File: src/hdl/rpc_pkg.sv
package rpc_pkg;

	localparam int DIR_FRAC = 14;
	localparam int CW = 28;
	localparam int PW = 58;
	localparam int RW = 58;
	localparam int QW = 26;
	localparam int IDX_W = 3;
	localparam int DATA_W = 23;

	localparam logic signed [CW-1:0] OUT_MAX = CW'(8388607);
	localparam logic signed [CW-1:0] OUT_MIN = CW'(-8388608);

	typedef enum logic [IDX_W-1:0] {
		REG_REACH      = 3'd0,
		REG_MARGIN_X   = 3'd1,
		REG_MARGIN_Y   = 3'd2,
		REG_AREA_RIGHT = 3'd3,
		REG_AREA_TOP   = 3'd4
	} cfg_reg_t;

	typedef enum logic [1:0] {
		CLIP_BOTTOM,
		CLIP_LEFT,
		CLIP_RIGHT,
		CLIP_TOP
	} clip_edge_t;

	typedef struct packed {
		logic               anchor_stuck;
		logic signed [23:0] origin_x;
		logic signed [23:0] origin_y;
		logic signed [15:0] dir_x;
		logic signed [15:0] dir_y;
	} item_t;

	typedef struct packed {
		logic               visible;
		logic signed [23:0] point_x;
		logic signed [23:0] point_y;
		logic               clipped;
	} result_t;

	typedef struct packed {
		logic [22:0] reach_length;
		logic [19:0] margin_x;
		logic [19:0] margin_y;
		logic [22:0] area_right;
		logic [22:0] area_top;
	} cfg_t;

	typedef struct packed {
		logic                 visible;
		logic                 clipped;
		logic                 divide;
		logic                 horiz;
		logic                 neg;
		logic                 ovf;
		logic signed [CW-1:0] px;
		logic signed [CW-1:0] py;
	} side_t;

	typedef struct packed {
		logic [RW-1:0] rem;
		logic [RW-1:0] dsh;
		logic [QW-1:0] quo;
		side_t         side;
	} div_t;

	function automatic logic in_open(input logic signed [PW-1:0] n,
		input logic signed [PW-1:0] d);
		return (d > 0) ? (n > 0 && n < d) : (n < 0 && n > d);
	endfunction

	function automatic logic signed [23:0] sat24(input logic signed [CW-1:0] v);
		logic signed [CW-1:0] c;
		c = (v > OUT_MAX) ? OUT_MAX : ((v < OUT_MIN) ? OUT_MIN : v);
		return c[23:0];
	endfunction

	function automatic logic signed [CW-1:0] scale_dir(input logic signed [39:0] p);
		logic [39:0] mag;
		logic [39:0] q;
		mag = p[39] ? 40'(-p) : 40'(p);
		q = (mag + (40'(1) << (DIR_FRAC - 1))) >> DIR_FRAC;
		return p[39] ? -$signed(CW'(q)) : $signed(CW'(q));
	endfunction

	function automatic logic signed [PW-1:0] mul(input logic signed [CW-1:0] a,
		input logic signed [CW-1:0] b);
		logic signed [2*CW-1:0] p;
		p = a * b;
		return PW'(p);
	endfunction

endpackage

File: src/hdl/rpc_div_cell.sv
module rpc_div_cell import rpc_pkg::*; (
	input  logic clk,
	input  logic arst_n,
	input  logic up_valid,
	output logic up_ready,
	input  div_t up,
	output logic dn_valid,
	input  logic dn_ready,
	output div_t dn
);

	logic v_q;
	div_t d_q;
	div_t nxt;
	logic ge;

	assign up_ready = !v_q || dn_ready;

	always_comb begin
		ge = up.rem >= up.dsh;
		nxt = up;
		nxt.rem = ge ? up.rem - up.dsh : up.rem;
		nxt.dsh = up.dsh >> 1;
		nxt.quo = {up.quo[QW-2:0], ge};
	end

	always_ff @(posedge clk or negedge arst_n) begin
		if (!arst_n) begin
			v_q <= 1'b0;
		end else if (up_ready) begin
			v_q <= up_valid;
		end
	end

	always_ff @(posedge clk) begin
		if (up_ready && up_valid) begin
			d_q <= nxt;
		end
	end

	assign dn_valid = v_q;
	assign dn = d_q;

endmodule

File: config.mk
export PLATFORM = sky130hd
export DESIGN_NAME = rpc_div_cell
export DESIGN_NICKNAME = d
export VERILOG_FILES = /design/src/hdl/rpc_pkg.sv /design/src/hdl/rpc_div_cell.sv
export SDC_FILE = /design/constraint.sdc
export NUM_CORES = 1
export LEC_CHECK = 0
export ABC_AREA = 1
export BUFFER_PORTS_ARGS = -buffer_cell sky130_fd_sc_hd__buf_2
export CORE_MARGIN = 8
export CORE_UTILIZATION = 52
export DETAILED_ROUTE_END_ITERATION = 16
export PLACE_DENSITY = 0.81
export SYNTH_ARGS = -nofsm -noshare
export SYNTH_HDL_FRONTEND = slang
export SYNTH_SLANG_ARGS = --single-unit
File: constraint.sdc
create_clock -name clk -period 15 [get_ports clk]
set_input_delay 3 -clock clk [delete_from_list [all_inputs] [get_ports clk]]
set_output_delay 3 -clock clk [all_outputs]
set_load 0.02 [all_outputs]
Yosys cells after proc, flatten, opt, wreduce, memory -nomap -nowiden
Cells that the tools add are included.
{"block": "totals", "word_cells": 18, "output_inout_bits": 206, "register_bits": 204}
{"block": "classes", "reduce_logical": 3, "addsub": 1, "order_cmp": 1, "mux": 1}
{"op": "$ge A58 B58 Y1", "n": 1}
{"op": "$mux W58", "n": 1}
{"op": "$sub A58 B58 Y58", "n": 1}
{"op": "$logic_and A1 B1 Y1", "n": 1}
{"op": "$logic_not A1 Y1", "n": 1}
{"op": "$logic_or A1 B1 Y1", "n": 1}

Logic depth before layout (Yosys ltp)
Gate-level depths: netlist of run 1.
{"block": "logic_depth", "ltp_word": 3, "mapped_depth": 17, "mapped_depth_nobuf": 16}

Least setup slack after synthesis of run 1
Ideal clock, no wire load.
{"block": "synth_path", "kind": "in2reg", "start": "in up_valid", "end": "reg d_q (netlist bit dn[0]), enable pin", "slack_ns": 1.379, "n_path_buf": 0, "arrival_ns": 12.787, "setup_time_ns": 0.834, "path_stages": 2, "path_cell_list": "inv_1 -> a21oi_1"}
{"block": "synth_between", "elab_chain_len": 1}
{"element": "start: declaration", "line": "rpc_div_cell.sv:4", "text": "input logic up_valid,"}
{"element": "$logic_and A1 B1 Y1", "line": "rpc_div_cell.sv:36", "text": "if (up_ready && up_valid) begin"}
{"element": "end signal: assignment", "line": "rpc_div_cell.sv:37", "text": "d_q <= nxt;"}
{"element": "end: declaration", "line": "rpc_div_cell.sv:13", "text": "div_t d_q;"}
Every way passes these cells.
A chain may end at the register's enable or synchronous reset.

Worst setup path after layout of run 1
{"block": "layout_path", "start": "in dn_ready", "end": "out up_ready"}
{"block": "layout_between", "elab_chain_len": 1}
{"element": "start: declaration", "line": "rpc_div_cell.sv:8", "text": "input logic dn_ready,"}
{"element": "$logic_or A1 B1 Y1", "line": "rpc_div_cell.sv:17", "text": "assign up_ready = !v_q || dn_ready;"}
{"element": "end: declaration", "line": "rpc_div_cell.sv:5", "text": "output logic up_ready,"}
Every way passes these cells.

==> metrics.csv, run 1 <==
metric,value,unit
synth_top_area_cell,edfxtp_1,
drtIter0Drc,863,
period_share,43.3,%
r2r_slack,12.49,ns
die-area,0.0295,mm²
synth.area.top_cells,"edfxtp_1 48%, nand2_1 18%, inv_1 11%, ha_1 5.8%, nand3_1 5.3%",
cts_buffers,21,
grt_overflow_total,0,
io_pins,414,
timing.fmax,0.154,GHz
synth-edff-count,203,
clock-root-buffer,clkbuf_16,
avgSynthCellArea,7.79,µm²
vias_per_cell,4.98,
reg2reg_from,dn_valid$_DFFE_PN0N_,
max_slew.worst_pin.slew,1.09,ns
area_growth,24.3,%
drtPass1Iterations,5,
status,"complete, no violations",
initial_utilization,52.5,%
ys.flop_type,edfxtp_1,
grt_pass1_wl,65000,µm
die_w,172,µm
hp-start,dn_valid$_DFFE_PN0N_,
rsz0062_at_grt,no,
grt_max_degree,87,
post_cts_buffers,0,
dp_hpwl,36700,µm
worstSetupStartpointType,input pin,
row_count,57,
powerDensity,102,mW/mm²
setup_viol,0,
wl_per_cell,18.9,µm
wirelength,45400,µm
yosysWarnings,0,
ctsResizeCount,0,
ys_types,33,
min_to,dn_valid$_DFFE_PN0N_,
gp_congestion,0.939,
seq_area_frac_synth,48.5,%
syn_area,0.0126,mm²
cap_viol_max_count,0,
hold_path_class,flip-flop to flip-flop,
r2r_end,dn[202]$_DFFE_PP_,
yosysTopAreaCellShare,48.3,%
final.setup_skew,0.0146,ns
drtAntennaViolNets,0,
fin_crit,6.50,ns
clock_sinks,204,
antenna_found_initial,19,
synthMostInstantiatedCell,nand2_1,
drive_gt1_share,22.5,%
vias,12000,
hold_viol,0,
cts_tree,built,
finalSetupTns,0,ns
ys_ff_latch,204,
nets,2308,
syn_inst,1620,
grt_pass1_vias,11800,
ir_worst_vdd,0.102,mV
crit_required,12.00,ns
insertion_delay,0.51,ns
slew_headroom,27.1,%
p_leak,8.56,nW
end_kind,primary output,
setup_ws,8.50,ns
finalMaxSlewViolations,0,
syn_nets,1887,
min_path_cells,2,
worstSetupPathType,input pin to primary output,
die_y,172,µm
post-place-ws,8.55,ns
h-tree-depth,1,
io_buffers,411,
reg2regPathDepth,3,
coreArea,0.0240,mm²
grt_util_all_layers,29.3,%
crit_fanout,2,
cts_buffer_depth,3,
yosys-top-cells-count,"621 x nand2_1, 356 x inv_1, 203 x edfxtp_1",
async_flop_share,0.490,%
drc,0,
clkTransAtPathRegs,0.06,ns
cts_hold_buf,0,
cp.arrival,3.50,ns
[sequential cells by signal (all words and copies together), names as in the netlist]
name	flops
dn	203
dn_valid	1
[cell usage in the layout (no fill, tap or decap), types with 20 or more instances in the layout]
| cell type | synthesis | layout |
|---|---|---|
| nand2_1 | 621 | 621 |
| buf_2 | 2 | 411 |
| inv_1 | 356 | 356 |
| edfxtp_1 | 203 | 203 |
| nand3_1 | 134 | 134 |
| nor2_1 | 88 | 88 |
| ha_1 | 58 | 58 |
| a21oi_1 | 37 | 36 |
| xor2_1 | 27 | 27 |
| diode_2 | 0 | 22 |
| clkbuf_16 | 0 | 21 |
| nor3_1 | 20 | 20 |
[routing by layer]
metal / vias up / share of wire (%) / global-route usage (%)
li1: 5907 / - / -
met1: 5435 / 37 / 33.4
met2: 527 / 50 / 52.2
met3: 93 / 9.2 / 5.83
met4: 0 / 3.7 / 13.6
met5: - / 0 / 0
[logic make-up after synthesis]
kind of cell	count (synthesis)	share of synthesized area, %
AND/OR/NAND/NOR	907	29.8
flip-flops	204	48.5
buffers and inverters	376	12.0
adder cells (fa/ha/maj)	59	5.91
AO/OA/AOI/OAI	45	1.86
XOR/XNOR	28	1.94
other	1	0.0297
[worst max-delay path, stage by stage]
cell and delay [ns]:
buf_2 0.09, inv_1 0.11, nand2_1 0.11, buf_2 0.18
[per-stage QoR]
step	hold WS [ns]	utilization, %	area (µm²)	instances	total power [mW]
5_1_grt	0.652	65.2	15700	2399	1.68
3_5_place_dp	0.589	62.3	15000	2342	1.10
6_report	0.650	65.3	15700	2400	1.61
3_3_place_gp	0.553	62.3	15000	2342	1.09
4_1_cts	0.624	65.0	15600	2378	1.61
2_1_floorplan	0.768	-	12600	1620	0.968
[power by group]
part,internal [mW],total (mW),switching [mW]
combinational,0.124,0.403,0.278
sequential,0.680,0.689,0.00969
clock,0.301,0.515,0.214
total,1.10,1.61,0.502
[area by class of cell]
type,instances,area (µm²)
fill,2109,8350
sequential,204,6120
multi-input combinational,1040,5000
timing repair buffer,417,2100
inverter,357,1340
clock buffer,29,576
tap,324,405
clock inverter,7,82.6
antenna,22,55.1
[worst max path at each step]
stage | startpoint | to | slack (ns) | depth (start not counted)
final | dn_ready | up_ready | 8.50 | 4
after detailed placement | dn_ready | up_ready | 8.55 | 4
after floorplan | up_valid | dn[0]$_DFFE_PP_ | 1.38 | 2
after CTS | dn_ready | up_ready | 8.53 | 4
after global placement | dn_ready | up_ready | 8.58 | 4
after global routing | dn_ready | up_ready | 8.51 | 4
Note: power is estimated with default switching activity, not from simulation.
==> run 2: changes to the inputs <==
- CORE_UTILIZATION: 52 -> 47
- PLACE_DENSITY: 0.81 -> 0.77
- clock period: 15 -> 5.3 ns (I/O delays scaled with it)
==> metrics.csv, run 2 (same netlist as run 1, synthesis figures left out) <==
metric,value,unit,change
cts_tree,built,,
setup_viol,0,,unchanged
cp.arrival,4.00,ns,+0.50 ns
swShare,31.3,%,about the same
row_count,60,,+5.3%
nets,2309,,+0.043%
finalSetupTns,0,ns,unchanged
slew_headroom,44.0,%,+17 points
io_pins,414,,unchanged
final_cell_mix,"621 x nand2_1, 411 x buf_2, 356 x inv_1",,
worstSetupPathType,input pin to flip-flop,,
insertion_delay,0.51,ns,about the same
grt_overflow_total,0,,unchanged
cts_buffer_depth,3,,unchanged
ctsResizeCount,0,,unchanged
cp_top_family,simple AND/OR/NAND/NOR gates,,
clock-root-buffer,clkbuf_16,,
critical-path-max-stage-delay,0.52,ns,+0.34 ns
die-area,0.0323,mm²,+9.6%
drtPass1Iterations,5,,unchanged
max_slew.worst_pin.slew,0.838,ns,-0.255 ns
rsz0062_at_grt,no,,
crit_required,5.55,ns,-6.45 ns
grt_pass1_wl,66700,µm,+2.6%
slowest_stage,nand3_2,,
cts_hold_buf,0,,unchanged
ir_worst_vdd,0.214,mV,+110%
die_y,180,µm,+4.7%
hold_viol,0,,unchanged
die_w,180,µm,+4.7%
drive_gt1_share,22.8,%,+0.25 points
coreArea,0.0267,mm²,+11%
period_share,70.7,%,
cts_buffers,22,,+4.8%
fin_util,59.0,%,-6.2 points
fillers,2468,,+17%
seq_area,0.00612,mm²,unchanged
grt_max_degree,145,,+67%
cell_internal_pwr,3.16,mW,+190%
h-tree-depth,1,,unchanged
layout_commonest_cell,nand2_1,,
cap_viol_max_count,0,,unchanged
worstSetupStartpointType,input pin,,
setup_ws,1.56,ns,-6.95 ns
fin_crit,3.74,ns,
area_growth,24.7,%,
wl_per_cell,18.3,µm,-3.1%
clkTransAtPathRegs,0.06,ns,about the same
post-place-ws,1.13,ns,-7.42 ns
io_buffers,411,,unchanged
switchingPower,1.44,mW,+190%
vias_per_cell,4.89,,-1.9%
end_kind,flip-flop,,
wirelength,44100,µm,-2.9%
stdcell_area,0.0157,mm²,+0.33%
multi_input_area,0.00500,mm²,unchanged
powerDensity,293,mW/mm²,+190%
initial_utilization,47.3,%,-5.2 points
largest_reg_flops,203,,unchanged
p_clk_share,33.0,%,+1.0 points
antenna_found_initial,7,,-12
timing.fmax,0.267,GHz,
final.setup_skew,0.00891,ns,-0.00573 ns
vias,11800,,-1.6%
crit_fanout,23,,+21
place_area,0.0150,mm²,+0.23%
crit_path_frequent_cell,a21oi_1,,
finalMaxSlewViolations,0,,unchanged
grt_util_all_layers,26.4,%,-2.9 points
drc,0,,unchanged
drtAntennaViolNets,0,,unchanged
grt_pass1_vias,12000,,+1.6%
hold_path_class,input pin to async pin,,
dp_hpwl,37000,µm,+0.85%
path_cells,buf_2 -> inv_1 -> ha_1 -> a21oi_1 -> o21ai_0 -> a21oi_1 -> nand2_1 -> a21oi_1 -> nand3_2 -> buf_4 -> nand3_1 -> nand2_1,,
gp_congestion,0.913,,-2.8%
share_comb_of_total_power,24.7,%,-0.3 points
p_leak,8.59,nW,+0.38%
clock_sinks,204,,unchanged
status,"complete, no violations",,
seqPwrFrac,42.3,%,-0.6 points
crit_buf_inv,3,,unchanged
post_cts_buffers,0,,unchanged
drtIter0Drc,791,,-8.3%
-- run 2: path summary, 6_finish.rpt --
check                      depth (start not counted)                    to                 start  slack (ns)
setup / recovery                                  12     dn[195]$_DFFE_PP_               up[141]        1.56
hold / removal                                     1  dn_valid$_DFFE_PN0N_                arst_n        0.32
max in group asynchronous                          1  dn_valid$_DFFE_PN0N_                arst_n        4.90
hold reg to reg                                    2  dn_valid$_DFFE_PN0N_  dn_valid$_DFFE_PN0N_        0.58
setup reg to reg                                   2      dn[97]$_DFFE_PP_  dn_valid$_DFFE_PN0N_        3.63
min in group clk                                   2  dn_valid$_DFFE_PN0N_  dn_valid$_DFFE_PN0N_        0.58
-- run 2: metrics by stage --
| step | hold slack, ns | instances | power [mW] |
|---|---|---|---|
| floorplan | 0.764 | 1620 | 2.72 |
| global placement | 0.550 | 2359 | 3.09 |
| detailed placement | 0.571 | 2359 | 3.11 |
| CTS | 0.299 | 2399 | 4.64 |
| global route | 0.294 | 2406 | 4.82 |
| finish | 0.317 | 2406 | 4.60 |
-- run 2: layout make-up --
class | count | share of cell area [%]
Antenna cell | 7 | 0.111
Clock buffer | 25 | 3.71
Clock inverter | 15 | 0.827
Inverter | 357 | 8.52
Multi-Input combinational cell | 1040 | 31.8
Sequential cell | 204 | 38.9
Tap cell | 341 | 2.71
Timing Repair Buffer | 417 | 13.4
-- run 2: power by group through the flow --
stage	combinational [mW]	clock (mW)	sequential, mW
floorplan	0.580	0	2.13
global placement	1.12	0	1.98
detailed placement	1.13	0	1.98
CTS	1.14	1.55	1.95
global route	1.26	1.60	1.96
finish	1.14	1.52	1.95
-- run 2: metal layers --
layer / up-vias / routed length [µm] / global-route usage [%]
li1: 5904 / - / -
met1: 5382 / 17400 / 29.8
met2: 423 / 22100 / 48.1
met3: 58 / 3420 / 6.47
met4: 0 / 1180 / 8.44
met5: - / 0 / 0
